## src/rtl/core/dlns_pkg.sv

```systemverilog
`timescale 1ns / 1ps
// dlns_pkg: shared types and constants for the decimal to lcd nibble stream block
// no dependencies

package dlns_pkg;

	// field widths
	localparam int NUM_W    = 16;
	localparam int BYTE_W   = 8;
	localparam int NIB_W    = 4;
	localparam int DIGITS   = 5;
	localparam int BCD_W    = DIGITS * NIB_W;
	localparam int CNT_W    = 5;
	localparam int DCNT_W   = 3;

	// upper nibble of an ascii digit character
	localparam logic [NIB_W-1:0] ASCII_DIGIT_HI = 4'h3;

	// configuration register indexes
	localparam logic [1:0] REG_DATA_SELECT = 2'd0;
	localparam logic [1:0] REG_ENABLE      = 2'd1;
	localparam logic [1:0] REG_BACKLIGHT   = 2'd2;

	// expander bit patterns
	typedef struct packed {
		logic [BYTE_W-1:0] data_select;
		logic [BYTE_W-1:0] enable;
		logic [BYTE_W-1:0] backlight;
	} mask_cfg_t;

	// converter to sequencer hand-off
	typedef struct packed {
		logic             done;
		logic [BCD_W-1:0] bcd;
	} bcd_result_t;

endpackage

```

## src/rtl/core/dlns_bcd.sv

```systemverilog
`timescale 1ns / 1ps
// dlns_bcd: bit-serial binary to bcd converter, one input bit per cycle
// depends on dlns_pkg

module dlns_bcd (
	input  logic                          clk,
	input  logic                          arst_n,
	input  logic                          start,
	input  logic [dlns_pkg::NUM_W-1:0]    number,
	output logic                          busy,
	output dlns_pkg::bcd_result_t         result
);
	import dlns_pkg::*;

	logic [NUM_W-1:0] bin_q;
	logic [BCD_W-1:0] bcd_q;
	logic [CNT_W-1:0] cnt_q;
	logic             busy_q;
	logic             done_q;
	logic [BCD_W-1:0] bcd_adj;

	// add three to every digit of five or more before the shift
	always_comb begin
		for (int d = 0; d < DIGITS; d++) begin
			if (bcd_q[d*NIB_W +: NIB_W] >= NIB_W'(5))
				bcd_adj[d*NIB_W +: NIB_W] = bcd_q[d*NIB_W +: NIB_W] + NIB_W'(3);
			else
				bcd_adj[d*NIB_W +: NIB_W] = bcd_q[d*NIB_W +: NIB_W];
		end
	end

	// control: shift count and done pulse
	always_ff @(posedge clk or negedge arst_n) begin
		if (!arst_n) begin
			busy_q <= 1'b0;
			done_q <= 1'b0;
			cnt_q  <= '0;
		end else begin
			done_q <= !start && busy_q && (cnt_q == CNT_W'(1));
			if (start) begin
				busy_q <= 1'b1;
				cnt_q  <= CNT_W'(NUM_W);
			end else if (busy_q) begin
				cnt_q <= cnt_q - CNT_W'(1);
				if (cnt_q == CNT_W'(1))
					busy_q <= 1'b0;
			end
		end
	end

	// shift register: binary bits move into the bcd digits msb first
	always_ff @(posedge clk) begin
		if (start) begin
			bin_q <= number;
			bcd_q <= '0;
		end else if (busy_q) begin
			bin_q <= {bin_q[NUM_W-2:0], 1'b0};
			bcd_q <= {bcd_adj[BCD_W-2:0], bin_q[NUM_W-1]};
		end
	end

	assign busy        = busy_q;
	assign result.done = done_q;
	assign result.bcd  = bcd_q;

endmodule

```

## src/rtl/core/dlns_emit.sv

```systemverilog
`timescale 1ns / 1ps
// dlns_emit: walks the bcd digits msb first and emits three expander bytes per nibble
// depends on dlns_pkg

module dlns_emit (
	input  logic                           clk,
	input  logic                           arst_n,
	input  dlns_pkg::bcd_result_t          result,
	input  dlns_pkg::mask_cfg_t            masks,
	output logic                           active,
	output logic                           out_valid,
	input  logic                           out_stall,
	output logic [dlns_pkg::BYTE_W-1:0]    bus_byte,
	output logic                           last_byte
);
	import dlns_pkg::*;

	localparam logic [1:0] ST_IDLE = 2'd0;
	localparam logic [1:0] ST_SKIP = 2'd1;
	localparam logic [1:0] ST_EMIT = 2'd2;

	logic [1:0]        state_q;
	logic [BCD_W-1:0]  dig_q;
	logic [DCNT_W-1:0] left_q;
	logic              half_q;
	logic [1:0]        step_q;
	logic              out_valid_q;
	logic [BYTE_W-1:0] byte_q;
	logic              last_q;

	logic              slot_free;
	logic [NIB_W-1:0]  nibble;
	logic [BYTE_W-1:0] plain;
	logic [BYTE_W-1:0] next_byte;
	logic              is_last;

	assign slot_free = !out_valid_q || !out_stall;

	// byte pattern for the current nibble and strobe step
	always_comb begin
		nibble = half_q ? dig_q[BCD_W-1 -: NIB_W] : ASCII_DIGIT_HI;
		plain  = {nibble, NIB_W'(0)} | masks.data_select | masks.backlight;
		case (step_q)
			2'd0:    next_byte = plain;
			2'd1:    next_byte = plain | masks.enable;
			default: next_byte = plain & ~masks.enable;
		endcase
		is_last = (left_q == DCNT_W'(1)) && half_q && (step_q == 2'd2);
	end

	// sequencer: leading zero skip, then digit, nibble and strobe counters
	always_ff @(posedge clk or negedge arst_n) begin
		if (!arst_n) begin
			state_q     <= ST_IDLE;
			left_q      <= '0;
			half_q      <= 1'b0;
			step_q      <= '0;
			out_valid_q <= 1'b0;
		end else begin
			// output beat valid: set on a new byte, cleared once taken
			if (state_q == ST_EMIT && slot_free)
				out_valid_q <= 1'b1;
			else if (out_valid_q && !out_stall)
				out_valid_q <= 1'b0;
			case (state_q)
				ST_IDLE: begin
					if (result.done) begin
						state_q <= ST_SKIP;
						left_q  <= DCNT_W'(DIGITS);
						half_q  <= 1'b0;
						step_q  <= '0;
					end
				end
				ST_SKIP: begin
					if (dig_q[BCD_W-1 -: NIB_W] == '0 && left_q != DCNT_W'(1))
						left_q <= left_q - DCNT_W'(1);
					else
						state_q <= ST_EMIT;
				end
				ST_EMIT: begin
					if (slot_free) begin
						if (step_q == 2'd2) begin
							step_q <= '0;
							half_q <= !half_q;
							if (half_q) begin
								left_q <= left_q - DCNT_W'(1);
								if (is_last)
									state_q <= ST_IDLE;
							end
						end else begin
							step_q <= step_q + 2'd1;
						end
					end
				end
				default: state_q <= ST_IDLE;
			endcase
		end
	end

	// digit shift register and output beat register
	always_ff @(posedge clk) begin
		if (state_q == ST_IDLE && result.done)
			dig_q <= result.bcd;
		else if (state_q == ST_SKIP && dig_q[BCD_W-1 -: NIB_W] == '0
				&& left_q != DCNT_W'(1))
			dig_q <= {dig_q[BCD_W-NIB_W-1:0], NIB_W'(0)};
		else if (state_q == ST_EMIT && slot_free && step_q == 2'd2 && half_q)
			dig_q <= {dig_q[BCD_W-NIB_W-1:0], NIB_W'(0)};
		if (state_q == ST_EMIT && slot_free) begin
			byte_q <= next_byte;
			last_q <= is_last;
		end
	end

	assign active    = (state_q != ST_IDLE);
	assign out_valid = out_valid_q;
	assign bus_byte  = byte_q;
	assign last_byte = last_q;

endmodule

```

## src/rtl/core/decimal_to_lcd_nibble_stream.sv

```systemverilog
`timescale 1ns / 1ps
// decimal_to_lcd_nibble_stream: top level, configuration registers and handshake
// depends on dlns_pkg, dlns_bcd, dlns_emit
//
// channel   direction  handshake           payload
// in        input      in_valid/in_stall    number[15:0]
// out       output     out_valid/out_stall  bus_byte[7:0], last_byte
// cfg       input      cfg_we               cfg_index[1:0], cfg_data[7:0]
//
// a number passes through the bit-serial converter and a registered hand-off,
// then the sequencer skips leading zeros and emits one byte per cycle while out_stall is low,
// 6 per digit, so 6 to 30 output beats per number.
// a new number is taken once converter and sequencer are idle, while the last beat may wait.
// reset restores the masks to 1, 4 and 8 and empties the output register.
// out_stall holds the output beat and pauses the sequencer.

module decimal_to_lcd_nibble_stream (
	input  logic                           clk,
	input  logic                           arst_n,
	input  logic                           in_valid,
	output logic                           in_stall,
	input  logic [dlns_pkg::NUM_W-1:0]     number,
	output logic                           out_valid,
	input  logic                           out_stall,
	output logic [dlns_pkg::BYTE_W-1:0]    bus_byte,
	output logic                           last_byte,
	input  logic                           cfg_we,
	input  logic [1:0]                     cfg_index,
	input  logic [dlns_pkg::BYTE_W-1:0]    cfg_data
);
	import dlns_pkg::*;

	mask_cfg_t   masks_q;
	bcd_result_t conv_res;
	logic        conv_busy;
	logic        emit_active;
	logic        accept;

	// configuration registers
	always_ff @(posedge clk or negedge arst_n) begin
		if (!arst_n) begin
			masks_q.data_select <= BYTE_W'(1);
			masks_q.enable      <= BYTE_W'(4);
			masks_q.backlight   <= BYTE_W'(8);
		end else if (cfg_we) begin
			case (cfg_index)
				REG_DATA_SELECT: masks_q.data_select <= cfg_data;
				REG_ENABLE:      masks_q.enable      <= cfg_data;
				REG_BACKLIGHT:   masks_q.backlight   <= cfg_data;
				default:         ;
			endcase
		end
	end

	// input beat taken only when converter, hand-off and sequencer are free
	assign in_stall = conv_busy || conv_res.done || emit_active;
	assign accept   = in_valid && !in_stall;

	dlns_bcd u_bcd (
		.clk    (clk),
		.arst_n (arst_n),
		.start  (accept),
		.number (number),
		.busy   (conv_busy),
		.result (conv_res)
	);

	dlns_emit u_emit (
		.clk       (clk),
		.arst_n    (arst_n),
		.result    (conv_res),
		.masks     (masks_q),
		.active    (emit_active),
		.out_valid (out_valid),
		.out_stall (out_stall),
		.bus_byte  (bus_byte),
		.last_byte (last_byte)
	);

`ifndef SYNTH
	// converter and sequencer never work at the same time
	a_one_stage: assert property (@(posedge clk) disable iff (!arst_n)
		!(conv_busy && emit_active))
		else $error("converter and sequencer both busy");

	// an accepted number starts the converter
	a_start: assert property (@(posedge clk) disable iff (!arst_n)
		accept |=> conv_busy)
		else $error("converter did not start");

	// the conversion result lands only in an idle sequencer
	a_handoff: assert property (@(posedge clk) disable iff (!arst_n)
		conv_res.done |-> !emit_active ##1 emit_active)
		else $error("sequencer not ready for conversion result");
`endif

endmodule
```

## config.mk

```make
export PLATFORM = sky130hd
export DESIGN_NAME = decimal_to_lcd_nibble_stream
export DESIGN_NICKNAME = d
export VERILOG_FILES = /design/src/rtl/core/dlns_pkg.sv /design/src/rtl/core/dlns_bcd.sv /design/src/rtl/core/dlns_emit.sv /design/src/rtl/core/decimal_to_lcd_nibble_stream.sv
export SDC_FILE = /design/constraint.sdc
export NUM_CORES = 1
export LEC_CHECK = 0
export ABC_AREA = 1
export BUFFER_PORTS_ARGS = -buffer_cell sky130_fd_sc_hd__buf_2
export CELL_PAD_IN_SITES_DETAIL_PLACEMENT = 0
export CELL_PAD_IN_SITES_GLOBAL_PLACEMENT = 1
export CORE_ASPECT_RATIO = 0.75
export CORE_UTILIZATION = 41
export DETAILED_ROUTE_END_ITERATION = 6
export HOLD_SLACK_MARGIN = 0.1
export PLACE_DENSITY = 0.81
export SKIP_CTS_REPAIR_TIMING = 1
export SYNTH_ARGS = -nofsm -noshare
export SYNTH_HDL_FRONTEND = slang
export SYNTH_SLANG_ARGS = --single-unit
```

## constraint.sdc

```tcl
create_clock -name clk -period 2.4 [get_ports clk]
set_input_delay 0.36 -clock clk [delete_from_list [all_inputs] [get_ports clk]]
set_output_delay 0.36 -clock clk [all_outputs]
set_load 0.02 [all_outputs]
```

# Yosys cells after proc, flatten, opt, wreduce, memory -nomap -nowiden

Cells that the tools add are included.
Widths: inputs -> output; s select.

Bits in registers: 105
Bits of input ports: 31

$add $sub $neg: 8
Order comparisons: 5
Equality and inequality tests: 16
Muxes and demuxes: 40
Bitwise logic cells: 5
Reduce and logical (&&, ||, !) cells: 38

Operators by type and width:

| operator            | count |
|---|---|
| $mux 20             | 3 |
| $mux 16             | 2 |
| $or 8x8->8          | 3 |
| $ge 4x3->1 const B  | 5 |
| $mux 4              | 5 |
| $mux 2              | 9 |
| $mux 3              | 6 |
| $add 4x2->4 const B | 4 |
| $pmux 8 s2          | 1 |
| $logic_and 1x1->1   | 13 |
| $reduce_and 6->1    | 2 |
| $mux 5              | 2 |
| $ne 2x1->1 const B  | 5 |
| $pmux 3 s3          | 1 |
| $and 8x8->8         | 1 |
| $mux 1              | 8 |
| $not 8->8           | 1 |
| $reduce_bool 2->1   | 4 |
| $eq 2x1->1 const B  | 3 |
| $eq 2x2->1 const B  | 3 |
| $logic_not 2->1     | 3 |
| $pmux 2 s3          | 1 |
| $reduce_and 2->1    | 3 |
| $reduce_bool 3->1   | 2 |
| 15 further kinds    | 22 |

# Logic depth before layout (Yosys ltp)

Gate-level depths: netlist (run 1).

Depth after elaboration: 8
Depth in mapped cells: 10
Mapped depth without buffers: 10

# Cells and area by module

From an unflattened synthesis (run 1), not the netlist that was laid out.

Cell total of the unflattened synthesis: 571
Area total of the unflattened synthesis: 5165.0 um2

Modules (own cells, without submodules):

| module                       | instances | cells an instance | area an instance (um2) | sequential area each (um2) |
|---|---|---|---|---|
| dlns_bcd                     | 1         | 277               | 2170.8                 | 1056.0 |
| dlns_emit                    | 1         | 182               | 1924.3                 | 1096.1 |
| decimal_to_lcd_nibble_stream | 1         | 112               | 1069.8                 | 604.3 |

# Least setup slack after synthesis (run 1)

No wires, ideal clock.

Path kind: register to register
From: reg u_emit.state_q[0]
To: reg u_emit.dig_q[0] (enable)
Arrival time: 2.049 ns
Data required time: 2.020 ns
Setup slack: -0.029 ns
Stages on the path, launching flop included: 8
Path buffers: 1
Clock period less this slack: 2.429 ns
Path through: dfrtp_1 inv_1 ha_1 clkbuf_2 inv_1 a21oi_1 nand4_1 nand3_1

Cells in the longest elaborated chain, start to end: 5

RTL lines:

| item                                 | line             | text |
|---|---|---|
| from (decl)                          | dlns_emit.sv:22  | `logic [1:0] state_q;` |
| from (signal assigned)               | dlns_emit.sv:54  | `state_q <= ST_IDLE;` |
| from (signal assigned)               | dlns_emit.sv:68  | `state_q <= ST_SKIP;` |
| from (signal assigned)               | dlns_emit.sv:78  | `state_q <= ST_EMIT;` |
| $eq 2x2->1                           | dlns_emit.sv:107 | `else if (state_q == ST_EMIT && slot_free && step_q == 2'd2 && half_q)` |
| $logic_and 1x1->1 (3 in series)      | dlns_emit.sv:107 |  |
| $reduce_bool 3->1 (no source line) * | --               |  |
| to (signal assigned)                 | dlns_emit.sv:103 | `dig_q <= result.bcd;` |
| to (signal assigned)                 | dlns_emit.sv:106 | `dig_q <= {dig_q[BCD_W-NIB_W-1:0], NIB_W'(0)};` |
| to (signal assigned)                 | dlns_emit.sv:108 | `dig_q <= {dig_q[BCD_W-NIB_W-1:0], NIB_W'(0)};` |
| to (decl)                            | dlns_emit.sv:23  | `logic [BCD_W-1:0] dig_q;` |

Mark *: on every way between the ends. The rest lies on a longest branch, timed or not.
A chain may end at the register's enable or synchronous reset.

# Final worst setup path (run 1)

From: reg u_emit.state_q[0]
To: reg u_emit.dig_q[10] (enable)

Same word-level chain as after synthesis.

==> results_dict.tcl, run 1 <==
set metrics [dict create \
    dieArea_mm2 0.0124 \
    diodes 0 \
    p_leak_nw 2.64 \
    holdWs_ns 0.149 \
    cpMostUsedCell "inv_1" \
    layout_commonest_cell "nand2_1" \
    yosys_warnings 0 \
    grt_start_max_net_pins 41 \
    regArea_mm2 0.00276 \
    path_cells "inv_1 > ha_1 > inv_1 > a21oi_1 > nand4_1 > nand3_2" \
    worstMarginPinSlew_ns 0.941 \
    viasPerCell 4.76 \
    max_slew_margin_pct 37.3 \
    globalRouteTotalUtil_pct 16.5 \
    synth_edf_count 45 \
    synth_seq_cells 105 \
    synthMuxAreaShare_pct 0 \
    ys_top_cells_by_area "edfxtp_1, dfrtp_1, nand2_1, dfxtp_1, o21ai_0" \
    finalSetupViolations 0 \
    clock_latency_ns 0.34 \
    cp.required_ns 2.38 \
    outcome "complete, no violations" \
    grt_overflow 0 \
    num_vias 3657 \
    grt_pass1_vias 3353 \
    syn_inst 561 \
    pin_count 42 \
    reg2reg_depth 6 \
    synth_fa_ha_area_share_pct 4.86 \
    cp_slowest_cell "dfrtp_1" \
    dr.pass1.iters 4 \
    wire_per_inst_um 12.2 \
    path_max_fanout 20 \
    ys.flop_type "edfxtp_1" \
    numCtsBuffers 9 \
    clock_skew_ns 0.00891 \
    worstHoldPathType "primary input to async pin" \
    num-fill-cells 1114 \
    drt_iter0_drc 236 \
    tns_ns 0 \
    placed_area_mm2 0.00526 \
    multi_input_area_mm2 0.00178 \
    drc_errors 0 \
    yosysTopAreaCellShare_pct 27.6 \
    rsz0062_at_grt "false" \
    layout-drive-gt1-share_pct 11.9 \
    netlist_area_mm2 0.00489 \
    htree_levels 3 \
    final_cell_mix "nand2_1, inv_1, o21ai_0" \
    start_util_pct 42.1 \
    design_area_mm2 0.00555 \
    clk_path_buf_depth 2 \
    cp-start-kind "flip-flop" \
    syn_nets 611 \
    num_rows 34 \
    fin_crit_sh_pct 84.1 \
    gp_congestion 0.779 \
    yosysTopAreaCell "edfxtp_1" \
    yosys.area_share.xor_xnor_pct 0.538 \
    cts_num_sinks 105 \
    fp.dieW_um 128 \
    port_buffers 41 \
    cp_slowest_stage_delay_ns 0.43 \
    crit_type "flip-flop to flip-flop" \
    r2r_setup_slack_ns 0.38 \
    clkTransAtPathRegs_ns 0.07 \
    coreArea_mm2 0.0116 \
    max_freq_ghz 0.495 \
    hold_viol_final 0 \
    arrival_ns 2.00 \
    drv_slew 0 \
    grt_pass1_wl_um 15800 \
    async_reset_ff_share_pct 38.1 \
    syn_avg_cell_area_um2 8.71 \
    ant_nets 0 \
    ys_seq_area_share_pct 56.4 \
    max-vdd-ir-drop_mv 0.618 \
    cp-end-kind "flip-flop" \
    maxCapViolations 0 \
    power.density_mw_per_mm2 1200 \
    synth_top_family_by_area "simple AND/OR/NAND/NOR gates" \
    antenna_found_initial 0 \
    areaGrowthSynthToFinish_pct 13.6 \
    cts_tree "done" \
    fin_crit_ns 2.02 \
    die_y_um 96.6 \
    synthSimpleGateAreaFrac_pct 21.9 \
    synthDistinctLibCells 29 \
    final_nets 652 \
    finalWirelength_um 9420 \
    place.detailed.hpwl_um 6340 \
    clockRootBuffer "clkbuf_16" \
    synth_compound_area_share_pct 9.06 \
]
## area by class of cell
| class | count | area share [%] |
|---|---|---|
| flip-flops and latches | 105 | 49.7 |
| multi-input cells | 368 | 32.1 |
| inverters | 71 | 4.80 |
| repair buffers | 47 | 4.51 |
| clock buffers | 9 | 4.06 |
| well taps | 162 | 3.65 |
| clock inverters | 7 | 1.22 |
## worst max-delay path, delay by kind of cell (launching register included)
kind,cells,cell delay (ns)
AND/OR/NAND/NOR,2,0.51
AO/OA/AOI/OAI,1,0.17
buffers and inverters,2,0.22
adder cells (fa/ha/maj),1,0.32
flip-flops,1,0.43
## cells by family after synthesis
family,count (synthesis)
and+or+nand+nor,265
DFF,105
buffers and inverters,88
AOI/OAI and AO/OA,81
adders and majority gates,19
xor gates and xnor gates,3
## routing by layer
layer	vias up	part of all wire, %	global-route usage (%)
li1	1898	-	-
met1	1696	51	22.3
met2	54	45	26.4
met3	9	3.2	4.13
met4	0	0.96	4.41
met5	-	0	0
## final timing paths
check                                        from                to
max in group asynchronous                  arst_n    u_bcd.cnt_q[2]
worst max register to register  u_emit.state_q[0]  u_emit.dig_q[10]
worst max-delay path            u_emit.state_q[0]  u_emit.dig_q[10]
min in group clk                        out_stall  u_emit.out_valid
worst min-delay path                       arst_n        masks_q[0]
worst min register to register   u_emit.left_q[1]  u_emit.left_q[1]
## per-stage QoR
stage          instances  power [mW]  util (%)  setup WS, ns
5_1_grt              769        7.26      47.8         0.238
3_3_place_gp         753        5.16      45.3         0.504
2_1_floorplan        561        4.64         -         0.169
4_1_cts              769        6.73      47.8         0.370
6_report             769        6.67      47.8         0.381
3_5_place_dp         753        5.25      45.3         0.398
## power by group
part | internal (mW) | total (mW) | switching [mW]
Combinational | 0.821 | 2.35 | 1.53
Sequential | 2.54 | 2.86 | 0.326
Clock | 0.808 | 1.46 | 0.651
## state kept, by name, summed over array words and instances, names as in the netlist
signal / cells
masks_q: 24
u_bcd.bcd_q: 20
u_bcd.bin_q: 16
u_bcd.busy: 1
u_bcd.cnt_q: 5
u_bcd.done_q: 1
u_emit.bus_byte: 8
u_emit.dig_q: 20
u_emit.half_q: 1
u_emit.last_byte: 1
u_emit.left_q: 3
u_emit.out_valid: 1
u_emit.state_q: 2
u_emit.step_q: 2
## synth_stat cells (2+ instances only)
master,count
a21oi_1,4
a22oi_1,4
buf_2,5
buf_4,2
clkbuf_1,8
dfrtp_1,37
dfstp_2,3
dfxtp_1,20
edfxtp_1,45
ha_1,19
inv_1,68
inv_2,3
nand2_1,189
nand3_1,31
nand4_1,9
nor2_1,31
nor2_2,2
o211ai_1,6
o21ai_0,56
o21ai_1,2
o22ai_1,8
xor2_1,2
Note: power is estimated with default switching activity, not from simulation.
==> run 2, diff against run 1 <==
Settings changed: ABC_AREA 1 to 0, CORE_UTILIZATION 41 to 47, PLACE_DENSITY 0.81 to 0.83.
Clock period 2.4 ns to 2 ns, I/O delays scaled along.
==> run 2 against run 1 <==
Effect of this change:
- critical path depth unchanged
- synthesized cell count down 24%
- die area down 14%
- area after synthesis down 1.6%
- first-iteration DRC count down 48%
- total power up 21%
- via count down 12%
- count of clock-buffer cells in the layout up 2
- cell count down 20%
- register-to-register slack worse by 0.24 ns
- combinational power up 20%
- sequential share of layout area up 0.16 points
- critical endpoint is now in_stall
- largest power group unchanged
- highest routed layer unchanged
==> results_dict.tcl, run 2 <==
set metrics [dict create \
    layout-drive-gt1-share_pct 22.7 \
    syn_avg_cell_area_um2 11.2 \
    dp_slack_ns 0.119 \
    synth_fa_ha_area_share_pct 4.94 \
    max-vdd-ir-drop_mv 0.702 \
    worst_slack_ns 0.139 \
    areaGrowthSynthToFinish_pct 15.1 \
    yosys_warnings 0 \
    netlist_area_mm2 0.00481 \
    finalWirelength_um 8740 \
    num-fill-cells 840 \
    drt_iter0_drc 123 \
    drv_slew 0 \
    clock_latency_ns 0.34 \
    grt_pass1_vias 2950 \
    syn_inst 429 \
    reg_top3 "masks_q (24), u_bcd.bcd_q (20), u_emit.dig_q (20)" \
    port_buffers 41 \
    crit_buf_inv 3 \
    max_slew_margin_pct 65.8 \
    p_leak_nw 2.39 \
    coreArea_mm2 0.00981 \
    layout_commonest_cell "nand2_1" \
    crit_type "flip-flop to primary output" \
    ys_top_cells_by_area "edfxtp_1, dfrtp_1, dfxtp_1, mux2_2, nand2_1" \
    num_rows 31 \
    drc_errors 0 \
    path_max_fanout 4 \
    synth_seq_cells 105 \
    fp.dieW_um 119 \
    cp.required_ns 1.70 \
    globalRouteTotalUtil_pct 17.5 \
    die_y_um 89.6 \
    outcome "complete, no violations" \
    dieArea_mm2 0.0106 \
    tns_ns 0 \
    arrival_ns 1.56 \
    antenna_found_initial 0 \
    max_freq_ghz 0.537 \
    clkTransAtPathRegs_ns 0.07 \
    synthDistinctLibCells 38 \
    largest_register_ffs 24 \
    hold_viol_final 0 \
    num_vias 3200 \
    synth_compound_area_share_pct 8.35 \
    maxCapViolations 0 \
    wire_per_inst_um 14.2 \
    grt_start_max_net_pins 41 \
    grt_overflow 0 \
    cp-end-kind "primary output" \
    power_mw 8.07 \
    finalSetupViolations 0 \
    start_util_pct 49.0 \
    regMostFlops "masks_q" \
    async_reset_ff_share_pct 38.1 \
    ys_top_cells_by_count "nand2_1, edfxtp_1, dfrtp_1" \
    ant_nets 0 \
    path_cells "inv_1 > ha_1 > nand2b_1 > nor2_4 > inv_1 > buf_2" \
    diodes 0 \
    numCtsBuffers 9 \
    synth_edf_count 45 \
    worstMarginPinSlew_ns 0.514 \
    synthSimpleGateAreaFrac_pct 13.8 \
    synth.most_common_cell "nand2_1" \
    grt_pass1_wl_um 14200 \
    fin_crit_sh_pct 93.0 \
    yosysTopAreaCell "edfxtp_1" \
    clockRootBuffer "clkbuf_16" \
    cpMostUsedCell "inv_1" \
    final_cell_mix "nand2_1, edfxtp_1, buf_2" \
    cts_tree "done" \
    yosysTopAreaCellShare_pct 28.1 \
    syn_nets 479 \
    synth_top_family_by_area "simple AND/OR/NAND/NOR gates" \
    rsz0062_at_grt "false" \
    yosys.area_share.xor_xnor_pct 1.82 \
    ys.flop_type "edfxtp_1" \
    synthMuxAreaShare_pct 10.9 \
    holdWs_ns 0.215 \
    crit_family "flip-flops" \
    power.density_mw_per_mm2 1460 \
    clk_path_buf_depth 2 \
    ys_seq_area_share_pct 57.3 \
    cp-start-kind "flip-flop" \
    fin_crit_ns 1.86 \
    place.detailed.hpwl_um 6110 \
    cts_num_sinks 105 \
    cp_slowest_stage_delay_ns 0.40 \
    htree_levels 3 \
    dr.pass1.iters 5 \
    worstHoldPathType "primary input to flip-flop" \
    pin_count 42 \
    viasPerCell 5.19 \
    cp_slowest_cell "dfrtp_1" \
    clock_skew_ns 0.00673 \
    gp_congestion 0.761 \
    final_nets 531 \
]
==> run 2: cell types whose count changed in the layout (fill, tap and decap cells not counted), moves of 20 or more <==
cell     change
nand2_1    -108
a21oi_1     +29
mux2_2      +33
nand3_1     -20
inv_1       -48
o21ai_0     -38
==> run 2: worst paths after layout <==
kind,start,end,slack [ns],depth (start not counted)
max,u_emit.state_q[0],in_stall,0.14,6
min,number[11],u_bcd.bin_q[11],0.21,3
max reg2reg,u_emit.state_q[0],u_emit.dig_q[17],0.14,5
min reg2reg,u_emit.left_q[1],u_emit.left_q[1],0.49,2
max in group asynchronous,arst_n,masks_q[3],1.04,3
min in group asynchronous,arst_n,masks_q[6],0.58,3
==> run 2: worst reg2reg max path, stage by stage (launching register included) <==
cell	delay, ns
dfrtp_1	0.37
inv_1	0.10
ha_1	0.28
and2_1	0.18
nand3_1	0.11
nand3_2	0.41
==> run 2: stage by stage <==
step	utilization, %	area (µm²)	instances
floorplan	-	4810	429
global placement	53.4	5240	601
detailed placement	53.4	5240	601
CTS	56.2	5520	616
global route	56.4	5530	617
finish	56.4	5530	617
==> run 2: cells by family (layout without fill, tap and decap cells) <==
group,count (synthesis),after routing
compound gates,69,69
xor+xnor,10,10
fa+ha+maj,19,19
buf+inv,35,91
flops,105,105
mux,48,48
simple gates,143,143
==> run 2: report_power, final <==
part | total, mW | leakage [nW] | internal, mW | switching (mW)
combinational | 2.83 | 1.19 | 1.23 | 1.60
sequential | 3.55 | 1.06 | 3.08 | 0.466
clock | 1.69 | 0.133 | 0.958 | 0.733
total | 8.07 | 2.39 | 5.27 | 2.80
==> run 2: layout make-up <==
class                   count  area [µm²]  share of cell area [%]
well taps                 132         165                    2.98
inverters                  20        75.1                    1.36
clock inverters             4        46.3                   0.837
flip-flops and latches    105        2760                    49.8
repair buffers             56         333                    6.01
multi-input cells         289        1930                    34.8
clock buffers              11         233                    4.21
==> run 2: layer usage <==
layer / up-vias / track usage, % / routed length [µm]
met5: - / 0 / 0
met4: 0 / 5.87 / 110
met3: 13 / 4.73 / 280
met2: 47 / 27.9 / 4040
met1: 1539 / 23.5 / 4310
li1: 1601 / - / -
==> run 3, diff against run 2 <==
Settings changed: ABC_AREA 0 to 1, CORE_UTILIZATION 47 to 45, PLACE_DENSITY 0.83 to 0.84.
==> run 3 against run 2 <==
Effect of this change:
- fmax is 6.3% higher
- die area grew 6.0%
- routed wire length is 12% higher
- critical path type is now flip-flop to flip-flop
- core utilization down 2.2 points
- sequential power down 4%
==> results_dict.tcl, run 3 (same netlist as run 1, synthesis figures left out) <==
set metrics [dict create \
    path_max_fanout 20 \
    cts_tree "done" \
    dr.pass1.iters 5 \
    arrival_ns 1.74 \
    numCtsBuffers 9 \
    final_nets 659 \
    clk_path_buf_depth 2 \
    final_cell_mix "nand2_1, inv_1, o21ai_0" \
    max-vdd-ir-drop_mv 0.651 \
    fin_crit_ns 1.75 \
    viasPerCell 4.96 \
    cp.required_ns 1.99 \
    finalWirelength_um 9820 \
    design_area_mm2 0.00564 \
    diodes 0 \
    drc_errors 0 \
    hold_viol_final 0 \
    place.detailed.hpwl_um 6880 \
    coreArea_mm2 0.0104 \
    crit_type "flip-flop to flip-flop" \
    regMostFlops "masks_q" \
    fp.dieW_um 122 \
    max_freq_ghz 0.571 \
    p_leak_nw 2.70 \
    die_y_um 92.3 \
    met2_usage_pct 29.2 \
    drt_iter0_drc 349 \
    placed_area_mm2 0.00530 \
    clock_skew_ns 0.00780 \
    wire_per_inst_um 13.1 \
    maxCapViolations 0 \
    cp-start-kind "flip-flop" \
    clockRootBuffer "clkbuf_16" \
    drv_slew 0 \
    clock_latency_ns 0.35 \
    regArea_mm2 0.00276 \
    clkTransAtPathRegs_ns 0.07 \
    dieArea_mm2 0.0113 \
    fin_crit_sh_pct 87.5 \
    antenna_found_initial 0 \
    placedCellCount 733 \
    grt_pass1_wl_um 16700 \
    areaGrowthSynthToFinish_pct 15.4 \
    multi_input_area_mm2 0.00179 \
    gp_congestion 0.821 \
    layout-drive-gt1-share_pct 13.0 \
    max_slew_margin_pct 64.0 \
    reg_top3 "masks_q (24), u_bcd.bcd_q (20), u_emit.dig_q (20)" \
    rsz0062_at_grt "false" \
    ant_nets 0 \
    start_util_pct 46.9 \
    grt_most_used_layer "met2" \
    cts_num_sinks 105 \
    num_rows 32 \
    outcome "complete, no violations" \
    grt_pass1_vias 3513 \
    num-fill-cells 962 \
    pin_count 42 \
    grt_start_max_net_pins 37 \
    finalSetupViolations 0 \
    largest_register_ffs 24 \
    fin_cells 750 \
    htree_levels 3 \
    tns_ns 0 \
    power.density_mw_per_mm2 1470 \
    worstMarginPinSlew_ns 0.539 \
    globalRouteTotalUtil_pct 19.3 \
    use_met1_pct 26.5 \
    grt.met3_usage_pct 5.85 \
    port_buffers 41 \
    layout_commonest_cell "nand2_1" \
    num_vias 3721 \
    grt_overflow 0 \
    worstHoldPathType "primary input to flip-flop" \
    cp-end-kind "flip-flop" \
]
-- run 3: changes by cell type in the layout (fill, tap and decap cells not counted), sizes merged, moves of 6 or more --
| cell | before | now |
|---|---|---|
| nand2 | 81 | 190 |
| inv | 20 | 73 |
| o21ai | 18 | 58 |
| mux2 | 33 | 0 |
| a21oi | 33 | 4 |
| nand3 | 11 | 32 |
| mux2i | 15 | 0 |
| nand2b | 11 | 0 |
| nor2 | 22 | 33 |
| nand4 | 0 | 9 |
| o22ai | 0 | 8 |
| xnor2 | 7 | 1 |
-- run 3: path summary, 6_finish.rpt --
check / start / slack, ns / endpoint / cells past startpoint
setup / recovery: u_emit.state_q[0] / 0.25 / u_emit.dig_q[2] / 6
hold / removal: cfg_data[2] / 0.21 / masks_q[10] / 3
setup reg to reg: u_emit.state_q[0] / 0.25 / u_emit.dig_q[2] / 6
hold reg to reg: u_emit.left_q[1] / 0.48 / u_emit.left_q[1] / 2
max in group asynchronous: arst_n / 1.00 / masks_q[10] / 3
min in group asynchronous: arst_n / 0.44 / u_bcd.done_q / 2
-- run 3: cell type report --
class / count / share of cell area, %
inverters: 71 / 4.73
clock inverters: 6 / 1.58
well taps: 136 / 3.02
clock buffers: 10 / 4.24
multi-input cells: 368 / 31.7
repair buffers: 54 / 5.86
flip-flops and latches: 105 / 48.9
-- run 3: where the power goes --
group / internal, mW / total, mW / switching [mW]
Combinational: 1.06 / 2.98 / 1.92
Clock: 1.14 / 1.92 / 0.784
Sequential: 3.05 / 3.41 / 0.361
Total: 5.24 / 8.31 / 3.07
-- run 3: critical path, stage by stage (launching register included) --
cell and delay (ns):
dfrtp_1 0.41, inv_1 0.13, ha_1 0.18, inv_1 0.06
a21oi_2 0.11, nand4_1 0.10, nand3_2 0.38
-- run 3: through the flow --
stage | util [%] | hold slack (ns) | total power, mW | setup slack, ns
3_3_place_gp | 50.9 | 0.290 | 6.31 | 0.325
5_1_grt | 54.2 | 0.203 | 8.98 | 0.0836
4_1_cts | 54.1 | -0.0879 | 8.36 | 0.230
2_1_floorplan | - | 0.00441 | 5.58 | 0.0169
3_5_place_dp | 50.9 | 0.290 | 6.41 | 0.256
6_report | 54.2 | 0.210 | 8.31 | 0.250
-- run 3: per-layer routing --
| metal | vias up | share of wire, % | wire length [µm] |
|---|---|---|---|
| met3 | 12 | 5.5 | 541 |
| met1 | 1708 | 49 | 4780 |
| met2 | 91 | 44 | 4360 |
| li1 | 1910 | - | - |
| met5 | - | 0 | 0 |
| met4 | 0 | 1.4 | 138 |
